### src/rtl/dets_pkg.sv
// Shared types and constants for the dual envelope transient shaper.
package dets_pkg;

  localparam int unsigned SampleW = 16;
  localparam int unsigned CoeffW  = 24;
  localparam int unsigned EnvW    = 32;
  localparam int unsigned CfgIdxW = 3;
  localparam int unsigned CfgDataW = 24;

  localparam int unsigned MulAW = 35;
  localparam int unsigned MulBW = 25;
  localparam int unsigned MulPW = MulAW + MulBW;

  localparam int unsigned MaskW = 17;
  localparam int unsigned LevW  = 19;
  localparam int unsigned GainW = 35;

  localparam logic [MaskW-1:0] MaskOne       = 17'd65536;
  localparam logic [15:0]      NineTenthsQ16 = 16'd58982;

  localparam logic [CoeffW-1:0] FastAttackRst  = 24'd15651670;
  localparam logic [CoeffW-1:0] FastReleaseRst = 24'd16742299;
  localparam logic [CoeffW-1:0] SlowAttackRst  = 24'd16767233;
  localparam logic [CoeffW-1:0] SlowReleaseRst = 24'd16775469;

  typedef enum logic [CfgIdxW-1:0] {
    CFG_FAST_ATTACK  = 3'd0,
    CFG_FAST_RELEASE = 3'd1,
    CFG_SLOW_ATTACK  = 3'd2,
    CFG_SLOW_RELEASE = 3'd3,
    CFG_ATTACK_AMT   = 3'd4,
    CFG_SUSTAIN_AMT  = 3'd5
  } cfg_idx_e;

  typedef struct packed {
    logic [CoeffW-1:0]         fast_attack;
    logic [CoeffW-1:0]         fast_release;
    logic [CoeffW-1:0]         slow_attack;
    logic [CoeffW-1:0]         slow_release;
    logic signed [SampleW-1:0] attack_amount;
    logic signed [SampleW-1:0] sustain_amount;
  } cfg_t;

  typedef struct packed {
    logic                    en;
    logic signed [MulAW-1:0] a;
    logic signed [MulBW-1:0] b;
  } mul_req_t;

endpackage

### src/rtl/dets_cfg_regs.sv
// Configuration register file of the transient shaper.
module dets_cfg_regs (
  input  logic                            clk_i,
  input  logic                            rst_ni,
  input  logic                            cfg_valid_i,
  output logic                            cfg_ready_o,
  input  logic [dets_pkg::CfgIdxW-1:0]    cfg_index_i,
  input  logic [dets_pkg::CfgDataW-1:0]   cfg_data_i,
  output dets_pkg::cfg_t                  cfg_o
);
  import dets_pkg::*;

  cfg_t cfg_q;
  cfg_t cfg_d;

  assign cfg_ready_o = 1'b1;
  assign cfg_o       = cfg_q;

  always_comb begin
    cfg_d = cfg_q;
    if (cfg_valid_i) begin
      case (cfg_idx_e'(cfg_index_i))
        CFG_FAST_ATTACK:  cfg_d.fast_attack    = cfg_data_i;
        CFG_FAST_RELEASE: cfg_d.fast_release   = cfg_data_i;
        CFG_SLOW_ATTACK:  cfg_d.slow_attack    = cfg_data_i;
        CFG_SLOW_RELEASE: cfg_d.slow_release   = cfg_data_i;
        CFG_ATTACK_AMT:   cfg_d.attack_amount  = $signed(cfg_data_i[SampleW-1:0]);
        CFG_SUSTAIN_AMT:  cfg_d.sustain_amount = $signed(cfg_data_i[SampleW-1:0]);
        default: begin
        end
      endcase
    end
  end

  always_ff @(posedge clk_i or negedge rst_ni) begin
    if (!rst_ni) begin
      cfg_q.fast_attack    <= FastAttackRst;
      cfg_q.fast_release   <= FastReleaseRst;
      cfg_q.slow_attack    <= SlowAttackRst;
      cfg_q.slow_release   <= SlowReleaseRst;
      cfg_q.attack_amount  <= '0;
      cfg_q.sustain_amount <= '0;
    end else begin
      cfg_q <= cfg_d;
    end
  end

endmodule

### src/rtl/dets_mul.sv
// Shared signed multiplier with a registered product.
module dets_mul (
  input  logic                                clk_i,
  input  dets_pkg::mul_req_t                  req_i,
  output logic signed [dets_pkg::MulPW-1:0]   prod_o
);
  import dets_pkg::*;

  logic signed [MulPW-1:0] prod_q;

  always_ff @(posedge clk_i) begin
    if (req_i.en) begin
      prod_q <= MulPW'(req_i.a) * MulPW'(req_i.b);
    end
  end

  assign prod_o = prod_q;

endmodule

### src/rtl/dual_envelope_transient_shaper_top.sv
// Top level of the dual envelope transient shaper with its sequencer.
//
// Channel   Direction  Handshake              Payload
// in        input      in_valid_i/in_stall_o   sample_in_i
// out       output     out_valid_o/out_stall_i sample_out_o
// cfg       input      cfg_valid_i/cfg_ready_o cfg_index_i, cfg_data_i
//
// Each word passes through S_FAST, S_SLOW, S_LEVA, S_LEVS, S_MLA, S_MLS, S_GAIN, S_MULG and S_OUT.
// The next word is accepted only once the sequencer is back in S_IDLE, never while one is in flight.
// This sequence is set by the seven products that pass through one shared multiplier.
// Reset restores the default coefficients and clears both envelopes.
// A new word is accepted while the previous result still waits in the output register.
// The sequencer holds its last step while the output register is full and stalled.
module dual_envelope_transient_shaper_top (
  input  logic                                clk_i,
  input  logic                                rst_ni,
  input  logic                                in_valid_i,
  output logic                                in_stall_o,
  input  logic signed [dets_pkg::SampleW-1:0] sample_in_i,
  output logic                                out_valid_o,
  input  logic                                out_stall_i,
  output logic signed [dets_pkg::SampleW-1:0] sample_out_o,
  input  logic                                cfg_valid_i,
  output logic                                cfg_ready_o,
  input  logic [dets_pkg::CfgIdxW-1:0]        cfg_index_i,
  input  logic [dets_pkg::CfgDataW-1:0]       cfg_data_i
);
  import dets_pkg::*;

  typedef enum logic [3:0] {
    S_IDLE,
    S_FAST,
    S_SLOW,
    S_LEVA,
    S_LEVS,
    S_MLA,
    S_MLS,
    S_GAIN,
    S_MULG,
    S_OUT
  } state_e;

  state_e state_q;
  cfg_t   cfg;

  logic [EnvW-1:0]           fast_q;
  logic [EnvW-1:0]           slow_q;
  logic                      neg_q;
  logic [SampleW-1:0]        xmag_q;
  logic [MaskW-1:0]          mask_q;
  logic signed [LevW-1:0]    lev_a_q;
  logic signed [LevW-1:0]    lev_s_q;
  logic signed [GainW-1:0]   acc_q;
  logic signed [GainW-1:0]   gain_q;
  logic                      out_valid_q;
  logic signed [SampleW-1:0] out_q;

  mul_req_t                mul_req;
  logic signed [MulPW-1:0] prod;

  logic [EnvW-1:0]      m;
  logic [EnvW:0]        diff_f;
  logic [EnvW:0]        diff_s;
  logic [CoeffW-1:0]    coef_f;
  logic [CoeffW-1:0]    coef_s;
  logic [MulPW-1:0]     env_sum;
  logic [EnvW-1:0]      env_new;
  logic [SampleW-1:0]   amag_a;
  logic [SampleW-1:0]   amag_s;
  logic [EnvW-1:0]      rnd_lev;
  logic signed [LevW-1:0] lev_neg;
  logic [EnvW-1:0]      d;
  logic [35:0]          d12;
  logic [20:0]          scaled;
  logic [MaskW-1:0]     mask_d;
  logic [51:0]          out_sum;
  logic [20:0]          r;
  logic signed [SampleW-1:0] res;
  logic                 in_acc;
  logic                 out_free;

  dets_cfg_regs u_cfg (
    .clk_i       (clk_i),
    .rst_ni      (rst_ni),
    .cfg_valid_i (cfg_valid_i),
    .cfg_ready_o (cfg_ready_o),
    .cfg_index_i (cfg_index_i),
    .cfg_data_i  (cfg_data_i),
    .cfg_o       (cfg)
  );

  dets_mul u_mul (
    .clk_i  (clk_i),
    .req_i  (mul_req),
    .prod_o (prod)
  );

  assign in_stall_o   = (state_q != S_IDLE);
  assign in_acc       = in_valid_i && !in_stall_o;
  assign out_valid_o  = out_valid_q;
  assign sample_out_o = out_q;
  assign out_free     = !out_valid_q || !out_stall_i;

  assign m      = {xmag_q, 16'h0};
  assign diff_f = {1'b0, fast_q} - {1'b0, m};
  assign diff_s = {1'b0, slow_q} - {1'b0, m};
  assign coef_f = (m > fast_q) ? cfg.fast_attack : cfg.fast_release;
  assign coef_s = (m > slow_q) ? cfg.slow_attack : cfg.slow_release;

  assign env_sum = prod + {4'h0, m, 24'h0} + MulPW'(64'h800000);
  assign env_new = env_sum[55:24];

  assign amag_a = cfg.attack_amount[SampleW-1] ? (~cfg.attack_amount + 16'd1)
                                               : cfg.attack_amount;
  assign amag_s = cfg.sustain_amount[SampleW-1] ? (~cfg.sustain_amount + 16'd1)
                                                : cfg.sustain_amount;
  assign rnd_lev = prod[EnvW-1:0] + 32'd32768;
  assign lev_neg = -$signed({3'b000, rnd_lev[31:16]});

  assign d      = (fast_q > slow_q) ? (fast_q - slow_q) : '0;
  assign d12    = {1'b0, d, 3'b000} + {2'b00, d, 2'b00};
  assign scaled = d12[35:15];
  assign mask_d = (scaled > 21'(MaskOne)) ? MaskOne : scaled[MaskW-1:0];

  assign out_sum = prod[51:0] + 52'h40000000;
  assign r       = out_sum[51:31];

  always_comb begin
    if (!neg_q) begin
      res = (r > 21'd32767) ? 16'sh7fff : $signed(r[SampleW-1:0]);
    end else begin
      res = (r > 21'd32768) ? 16'sh8000 : $signed(~r[SampleW-1:0] + 16'd1);
    end
  end

  always_comb begin
    mul_req.en = 1'b0;
    mul_req.a  = '0;
    mul_req.b  = '0;
    case (state_q)
      S_FAST: begin
        mul_req.en = 1'b1;
        mul_req.a  = $signed({{2{diff_f[EnvW]}}, diff_f});
        mul_req.b  = $signed({1'b0, coef_f});
      end
      S_SLOW: begin
        mul_req.en = 1'b1;
        mul_req.a  = $signed({{2{diff_s[EnvW]}}, diff_s});
        mul_req.b  = $signed({1'b0, coef_s});
      end
      S_LEVA: begin
        mul_req.en = 1'b1;
        mul_req.a  = $signed({19'h0, amag_a});
        mul_req.b  = $signed({9'h0, NineTenthsQ16});
      end
      S_LEVS: begin
        mul_req.en = 1'b1;
        mul_req.a  = $signed({19'h0, amag_s});
        mul_req.b  = $signed({9'h0, NineTenthsQ16});
      end
      S_MLA: begin
        mul_req.en = 1'b1;
        mul_req.a  = MulAW'(lev_a_q);
        mul_req.b  = $signed({8'h0, mask_q});
      end
      S_MLS: begin
        mul_req.en = 1'b1;
        mul_req.a  = MulAW'(lev_s_q);
        mul_req.b  = $signed({8'h0, MaskOne - mask_q});
      end
      S_MULG: begin
        mul_req.en = 1'b1;
        mul_req.a  = gain_q;
        mul_req.b  = $signed({9'h0, xmag_q});
      end
      default: begin
      end
    endcase
  end

  always_ff @(posedge clk_i or negedge rst_ni) begin
    if (!rst_ni) begin
      state_q     <= S_IDLE;
      fast_q      <= '0;
      slow_q      <= '0;
      out_valid_q <= 1'b0;
    end else begin
      if (out_valid_q && !out_stall_i && (state_q != S_OUT)) begin
        out_valid_q <= 1'b0;
      end
      case (state_q)
        S_IDLE: begin
          if (in_acc) begin
            state_q <= S_FAST;
          end
        end
        S_FAST: state_q <= S_SLOW;
        S_SLOW: begin
          fast_q  <= env_new;
          state_q <= S_LEVA;
        end
        S_LEVA: begin
          slow_q  <= env_new;
          state_q <= S_LEVS;
        end
        S_LEVS: state_q <= S_MLA;
        S_MLA:  state_q <= S_MLS;
        S_MLS:  state_q <= S_GAIN;
        S_GAIN: state_q <= S_MULG;
        S_MULG: state_q <= S_OUT;
        S_OUT: begin
          if (out_free) begin
            out_valid_q <= 1'b1;
            state_q     <= S_IDLE;
          end
        end
        default: state_q <= S_IDLE;
      endcase
    end
  end

  always_ff @(posedge clk_i) begin
    case (state_q)
      S_IDLE: begin
        if (in_acc) begin
          neg_q  <= sample_in_i[SampleW-1];
          xmag_q <= sample_in_i[SampleW-1] ? (~sample_in_i + 16'd1) : sample_in_i;
        end
      end
      S_LEVS: begin
        lev_a_q <= cfg.attack_amount[SampleW-1] ? lev_neg
                                                : LevW'({cfg.attack_amount, 2'b00});
        mask_q  <= mask_d;
      end
      S_MLA: begin
        lev_s_q <= cfg.sustain_amount[SampleW-1] ? lev_neg
                                                 : LevW'({cfg.sustain_amount, 1'b0});
      end
      S_MLS:  acc_q  <= $signed(35'h080000000) + prod[GainW-1:0];
      S_GAIN: gain_q <= acc_q + prod[GainW-1:0];
      S_OUT: begin
        if (out_free) begin
          out_q <= res;
        end
      end
      default: begin
      end
    endcase
  end

`ifndef SYNTH
  a_env_hold_idle: assert property (@(posedge clk_i) disable iff (!rst_ni)
    (state_q == S_IDLE) |=> ($stable(fast_q) && $stable(slow_q)))
    else $error("envelope changed while no word was in flight");

  a_out_from_last_step: assert property (@(posedge clk_i) disable iff (!rst_ni)
    $rose(out_valid_o) |-> $past(state_q == S_OUT))
    else $error("result shown outside of the final step");

  a_mask_range: assert property (@(posedge clk_i) disable iff (!rst_ni)
    (state_q == S_MLA) |-> (mask_q <= MaskOne))
    else $error("transient mask above unity");

  a_gain_positive: assert property (@(posedge clk_i) disable iff (!rst_ni)
    (state_q == S_MULG) |-> !gain_q[GainW-1])
    else $error("gain went negative");

  a_stalled_holds_step: assert property (@(posedge clk_i) disable iff (!rst_ni)
    (state_q == S_OUT && out_valid_o && out_stall_i) |=> (state_q == S_OUT))
    else $error("sequencer left the final step while the output was full");
`endif

endmodule
### config.mk
export PLATFORM = sky130hd
export DESIGN_NAME = dual_envelope_transient_shaper_top
export DESIGN_NICKNAME = d
export VERILOG_FILES = /design/src/rtl/dets_pkg.sv /design/src/rtl/dets_cfg_regs.sv /design/src/rtl/dets_mul.sv /design/src/rtl/dual_envelope_transient_shaper_top.sv
export SDC_FILE = /design/constraint.sdc
export NUM_CORES = 2
export LEC_CHECK = 0
export ABC_AREA = 1
export CAP_MARGIN = 20
export CORE_MARGIN = 1
export CORE_UTILIZATION = 55
export CTS_CLUSTER_SIZE = 14
export DETAILED_ROUTE_END_ITERATION = 8
export DONT_BUFFER_PORTS = 1
export GPL_TIMING_DRIVEN = 0
export MAX_ROUTING_LAYER = met4
export PLACE_DENSITY = 0.81
export SYNTH_ARGS = -nofsm -noshare
export SYNTH_HDL_FRONTEND = slang
export SYNTH_SLANG_ARGS = --single-unit
### constraint.sdc
create_clock -name clk_i -period 12.3 [get_ports clk_i]
set_input_delay 2.46 -clock clk_i [delete_from_list [all_inputs] [get_ports clk_i]]
set_output_delay 2.46 -clock clk_i [all_outputs]
set_load 0.01 [all_outputs]
== Yosys cells after proc, flatten, opt, wreduce, memory -nomap -nowiden ==
Cells that the tools add are included.

* Bits in registers: 411
* Word-level logic and storage cells: 103

* Equality and inequality tests: 17
* Add/sub/neg operators: 16
* Bitwise logic cells: 4
* Reduce and logical (&&, ||, !) cells: 19
* Mux-type cells: 18
* $mul: 1
* Order comparisons: 6

{| class="wikitable"
|+ Operators by type and width
! operator !! count
|-
| $pmux W61 S7 || 1
|-
| $gt A32 B32 Y1 || 3
|-
| $mux W16 || 6
|-
| $sub A32 B32 Y33 || 2
|-
| $add A16 B1 Y16 const B || 4
|-
| $not A16 Y16 || 4
|-
| $add A56 B24 Y56 const B || 1
|-
| $add A56 B56 Y56 || 1
|-
| $mul A35 B25 Y56 || 1
|-
| $add A52 B31 Y52 const B || 1
|-
| $mux W24 || 2
|-
| $pmux W4 S10 || 1
|-
| $add A35 B34 Y36 || 1
|-
| $add A32 B35 Y35 const A || 1
|-
| $add A35 B35 Y35 || 1
|-
| $add A32 B16 Y32 const B || 1
|-
| $mux W32 || 1
|-
| $sub A32 B32 Y32 || 1
|-
| $gt A21 B15 Y1 const B || 1
|-
| $gt A21 B16 Y1 const B || 1
|-
| $gt A21 B17 Y1 const B || 1
|-
| $neg A16 Y19 || 1
|-
| $reduce_and A2 Y1 || 9
|-
| $mux W17 || 1
|-
| 19 further kinds || 34
|}

== Longest topological paths before layout ==
* Depth in word-level cells: 6
* Mapped depth: 55
* Depth with buffers taken out: 54

== Modules after synthesis ==
From an unflattened synthesis, not the netlist that was laid out.

* Cell total of the unflattened synthesis: 7931
* Area, all modules: 60456.7 um^2

{| class="wikitable"
|+ Modules (own cells, without submodules)
! module !! times used !! cells each !! seq. area each (um^2) !! area an instance (um^2)
|-
| dets_mul || 1 || 4469 || 1801.7 || 34903.5
|-
| dual_envelope_transient_shaper_top || 1 || 2896 || 6471.2 || 20449.6
|-
| dets_cfg_regs || 1 || 566 || 3285.7 || 5103.6
|}

== Worst setup path after synthesis ==
Ideal clock, no wire load.

* Path kind: flip-flop to flip-flop
* Start: register state_q[3]
* End: register u_mul.prod_q[52] (netlist: u_mul.prod_o[52]), data pin
* Arrival time: 8575 ps
* Setup time: 262 ps
* Cell stages (with the launch flop): 35
* Clock period less this slack: 8837 ps
* Slack: 3463 ps
* Required time: 12038 ps
* Path through: dfrtp_1 -> nor2_1 -> nand2_1 -> inv_1 -> buf_2 -> buf_1 -> nand2_1 -> o21ai_0 -> a211oi_1 -> o221ai_2 -> buf_2 -> nand2_1 -> fa_1 -> inv_1 -> fa_1 -> inv_1 -> fa_1 -> inv_1 -> fa_1 -> fa_1 -> fa_1 -> inv_1 -> fa_1 -> inv_1 -> ha_1 -> nand2_1 -> nor2_1 -> inv_1 -> nor2_1 -> and3_1 -> nand3_1 -> nand3_1 -> a21o_1 -> a21oi_1 -> xor2_1

* Cells in the longest elaborated chain, start to end: 3
* Elaborated cells between the ends (all ways): 9

{| class="wikitable"
|+ Ends and longest elaborated chain
! element !! RTL line !! text
|-
| start: declaration || dual_envelope_transient_shaper_top.sv:43 || <nowiki>state_e state_q;</nowiki>
|-
| start signal: assignment || dual_envelope_transient_shaper_top.sv:183 || <nowiki>state_q <= S_IDLE;</nowiki>
|-
| start signal: assignment || dual_envelope_transient_shaper_top.sv:194 || <nowiki>state_q <= S_FAST;</nowiki>
|-
| start signal: assignment || dual_envelope_transient_shaper_top.sv:197 || <nowiki>S_FAST: state_q <= S_SLOW;</nowiki>
|-
| $eq A4 B4 Y1 (tied with other cells) || dual_envelope_transient_shaper_top.sv:140 || <nowiki>case (state_q)</nowiki>
|-
| $pmux W61 S7 (*) || dual_envelope_transient_shaper_top.sv:140 ||
|-
| $mul A35 B25 Y56 (*) || dets_mul.sv:13 || <nowiki>prod_q <= MulPW'(req_i.a) * MulPW'(req_i.b);</nowiki>
|-
| end signal: assignment || dets_mul.sv:13 ||
|-
| end: declaration || dets_mul.sv:9 || <nowiki>logic signed [MulPW-1:0] prod_q;</nowiki>
|}

Mark *: on every way between the ends. The rest lies on a longest branch, timed or not.
A chain may end at the register's enable or synchronous reset.

== Worst setup path in the final report ==
* Start: register xmag_q[2]
* End: register u_mul.prod_q[55] (netlist: u_mul.prod_o[55]), data pin

* Cells in the longest elaborated chain, start to end: 4
* Elaborated cells between the ends (all ways): 8

{| class="wikitable"
|+ Ends and longest elaborated chain
! element !! RTL line !! text
|-
| start: declaration || dual_envelope_transient_shaper_top.sv:49 || <nowiki>logic [SampleW-1:0] xmag_q;</nowiki>
|-
| start signal: assignment || dual_envelope_transient_shaper_top.sv:227 || <nowiki>xmag_q <= sample_in_i[SampleW-1] ? (~sample_in_i + 16'd1) : sample_in_i;</nowiki>
|-
| $gt A32 B32 Y1 (on tied branches) || dual_envelope_transient_shaper_top.sv:108, dual_envelope_transient_shaper_top.sv:107 ||
|-
| $mux W24 (on tied branches) || dual_envelope_transient_shaper_top.sv:108, dual_envelope_transient_shaper_top.sv:107 ||
|-
| $pmux W61 S7 (*) || dual_envelope_transient_shaper_top.sv:140 ||
|-
| $mul A35 B25 Y56 (*) || dets_mul.sv:13 ||
|}

Marked as above.

==> summary.txt <==
Clock tree
  • CTS tree: yes
  • CTS H-tree lvls: 2
  • Clock buffer depth: 3
  • TritonCTS buffer count: 39
  • Root Buffer: clkbuf_16
  • Post-CTS Hold Fix Bufs: 0
  • Post_cts resized: 0
  • Clock transition at path regs: 0.07 ns
  • Post-CTS Setup Bufs: 0
  • Clk_lat worst skew: 0.59 ns
  • CTS sink cnt: 411

STA
  • Tcrit/Tclk final: 0.955
  • FMAX: 0.0851 GHz
  • Crit path time final: 11.75 ns
  • Max Slew Vio Count: 0
  • RSZ-0062 raised after global routing: false
  • Slew headroom: 0.127
  • Final-report hold violation count: 0
  • Clock skew: 0.0268 ns
  • Worst-Margin Slew: 1.31 ns
  • Finish-stage setup viols: 0
  • Final setup TNS: 0 ns

Global route
  • Vias in the first global route: 48,100
  • Initial antenna violation count: 3
  • Largest net degree at the start of global routing: 198
  • Total grt overflow: 0
  • First-pass GRT wire length: 284,000 µm
  • GRT Overall Usage: 0.383

Logic synthesis
  • Main synth FF type: edfxtp_1
  • Unique masters post-synth: 72
  • EDFF count, synth: 214
  • Post-synth design cell area: 55,900 µm²
  • Syn Nets: 8,161
  • Yosys top cell area share: 0.294
  • FF+latch count, synth: 411
  • Cell taking the most area after synthesis: fa_1
  • Synth area leaders: fa_1 (29%), edfxtp_1 (11%), inv_1 (11%)
  • YS warnings: 0
  • Avg Synthesized Cell Area: 8.01 µm²
  • Mapped Cells: 6,984
  • Ys async rst share: 0.479
  • Register area share after synthesis: 0.205
  • Top-count cell post-synth: inv_1
  • Top post-synthesis cells by count: inv_1 (1,704), nand2_1 (1,574), fa_1 (820)

Critical path
  • Largest stage delay on the critical path: 1.00 ns
  • Crit-path most repeated cell: nand2_1
  • End of the worst register-to-register path: u_mul.prod_o[55]$_DFFE_PN_
  • R2r worst-path depth: 48
  • Critical path class: flip-flop to flip-flop
  • Worst Setup Start Kind: flip-flop
  • Crit path DAT: 12.08 ns
  • R2R setup slack: 0.55 ns
  • Critical path's slowest cell: o221ai_2
  • Worst-path fanout max: 10
  • Crit end category: flip-flop
  • Data required, critical path: 12.63 ns
  • Critical R2R Launch: xmag_q[2]$_DFFE_PP_

Min path
  • Hold Path Sink: acc_q[0]$_DFFE_PP_
  • Hold Crit Class: flip-flop to flip-flop
  • Worst Hold Launch: u_mul.prod_o[0]$_DFFE_PN_
  • WHS Path Cells: 0

Routing
  • Antenna Violating Nets Remaining: 0
  • Initial drt markers: 5,398
  • WL final: 189,000 µm
  • Routed len/inst: 22.4 µm
  • Routed vias/inst: 5.68
  • Post-route DRC: 0
  • TritonRoute pass-1 iters: 7
  • Vias: 47,900

Cells and area
  • Area delta synth->final: 5.76%
  • Layout cell share with drive strength beyond 1: 0.0454
  • Fin nets: 8,224

Die
  • Die ar.: 103,000 µm²
  • I/O pin cnt: 67
  • Die width: 321 µm
  • Starting density of the core: 0.557
  • Die Height: 321 µm
  • Core area: 100,000 µm²
  • Std-Cell Rows: 116

Place
  • Dpl hpwl: 157,000 µm
  • Input/output buffers: 0
  • Final GP Congestion: 1.12

Job
  • Max-cap check violation count: 0

Status
  • Status: completed
## worst max-delay path by stage
stage	from	to	slack [ns]
6_report	xmag_q[2]$_DFFE_PP_	u_mul.prod_o[55]$_DFFE_PN_	0.55
2_1_floorplan	state_q[3]$_DFFE_PN0P_	u_mul.prod_o[52]$_DFFE_PN_	3.46
3_5_place_dp	xmag_q[6]$_DFFE_PP_	u_mul.prod_o[55]$_DFFE_PN_	1.01
5_1_grt	xmag_q[6]$_DFFE_PP_	u_mul.prod_o[55]$_DFFE_PN_	0.37
3_3_place_gp	state_q[3]$_DFFE_PN0P_	u_mul.prod_o[55]$_DFFE_PN_	0.70
4_1_cts	xmag_q[6]$_DFFE_PP_	u_mul.prod_o[55]$_DFFE_PN_	0.99
## state kept, by name, indices dropped and copies added (netlist names)
| signal | flops |
|---|---|
| state_q | 4 |
| neg_q | 1 |
| lev_s_q | 19 |
| sample_out_o | 16 |
| u_cfg.cfg_o | 128 |
| out_valid_o | 1 |
| mask_q | 17 |
| fast_q | 32 |
| u_mul.prod_o | 56 |
| acc_q | 35 |
| xmag_q | 16 |
| lev_a_q | 19 |
| gain_q | 35 |
| slow_q | 32 |
## cell families (layout without fill, tap and decap cells)
family	Yosys count	in the layout	share of synthesized area
other	1	2	0.0000670
XOR/XNOR	205	205	0.0321
buffers and inverters	1943	2037	0.134
adder cells (fa/ha/maj)	1129	1129	0.363
multiplexers	1	1	0.000201
flip-flops	411	411	0.205
AND/OR/NAND/NOR	2315	2315	0.168
AO/OA/AOI/OAI	979	979	0.0987
## metal layers
layer,global-route usage,part of all wire,vias to the layer above,wire (µm)
li1,-,-,21300,-
met1,0.460,0.36,23300,68600
met2,0.583,0.45,2663,84200
met3,0.0894,0.11,643,21300
met4,0.242,0.079,0,15000
met5,-,0,-,0
## per-stage QoR
stage	hold slack [ns]	area (µm²)	std cells	worst slack [ns]	utilization
2_1_floorplan	0.431	55900	6984	3.46	-
3_3_place_gp	0.448	57600	8341	0.696	0.574
3_5_place_dp	0.448	57800	8354	1.01	0.575
4_1_cts	0.461	59000	8426	0.989	0.588
5_1_grt	0.475	59200	8436	0.375	0.589
6_report	0.457	59200	8436	0.549	0.589
## cells in the final DEF, fill, tap and decap left out, types with 11 or more instances in the layout
master     Yosys  routed
xnor2_1       77      77
nor3_1        57      57
o21ai_1       13      13
fa_1         820     820
clkbuf_1     153     165
nand3_1      132     132
buf_4         12      24
inv_1       1704    1704
o221ai_2      12      12
o21ai_0      472     472
a31oi_1       27      27
nand4_1       28      28
nand2_1     1574    1574
clkbuf_16      0      43
xor2_1       128     128
o211ai_1      15      15
edfxtp_1     214     214
a221oi_1      17      17
or2_2         11      11
nor2_2        10      11
buf_2         54      55
nand2_2       16      16
dfrtp_1      131     131
dfstp_2       66      66
ha_1         309     309
a21o_1        15      15
nor2_1       425     423
a21oi_1      311     311
a211oi_1      13      13
## worst max-delay path: cells and delay by family (launching register included)
family	cells	cell delay [ns]
adders and majority gates	9	4.34
buffers and inverters	13	1.87
AOI/OAI and AO/OA	11	3.12
and+or+nand+nor	15	1.63
DFF	1	0.49
## area by class of cell
cell class                 instances  area, µm²
tap                             1357       1700
antenna                            1       2.50
clock inverter                    13        103
clock buffer                      59       1130
buffer                           233       1090
multi-input combinational       4630      37000
fill                            8980      41300
timing repair buffer              22        259
sequential                       411      11400
inverter                        1710       6420
Power is left out: the tool's default activity adds up to more than one toggle a clock period on the data nets, which glitch-free logic cannot reach.
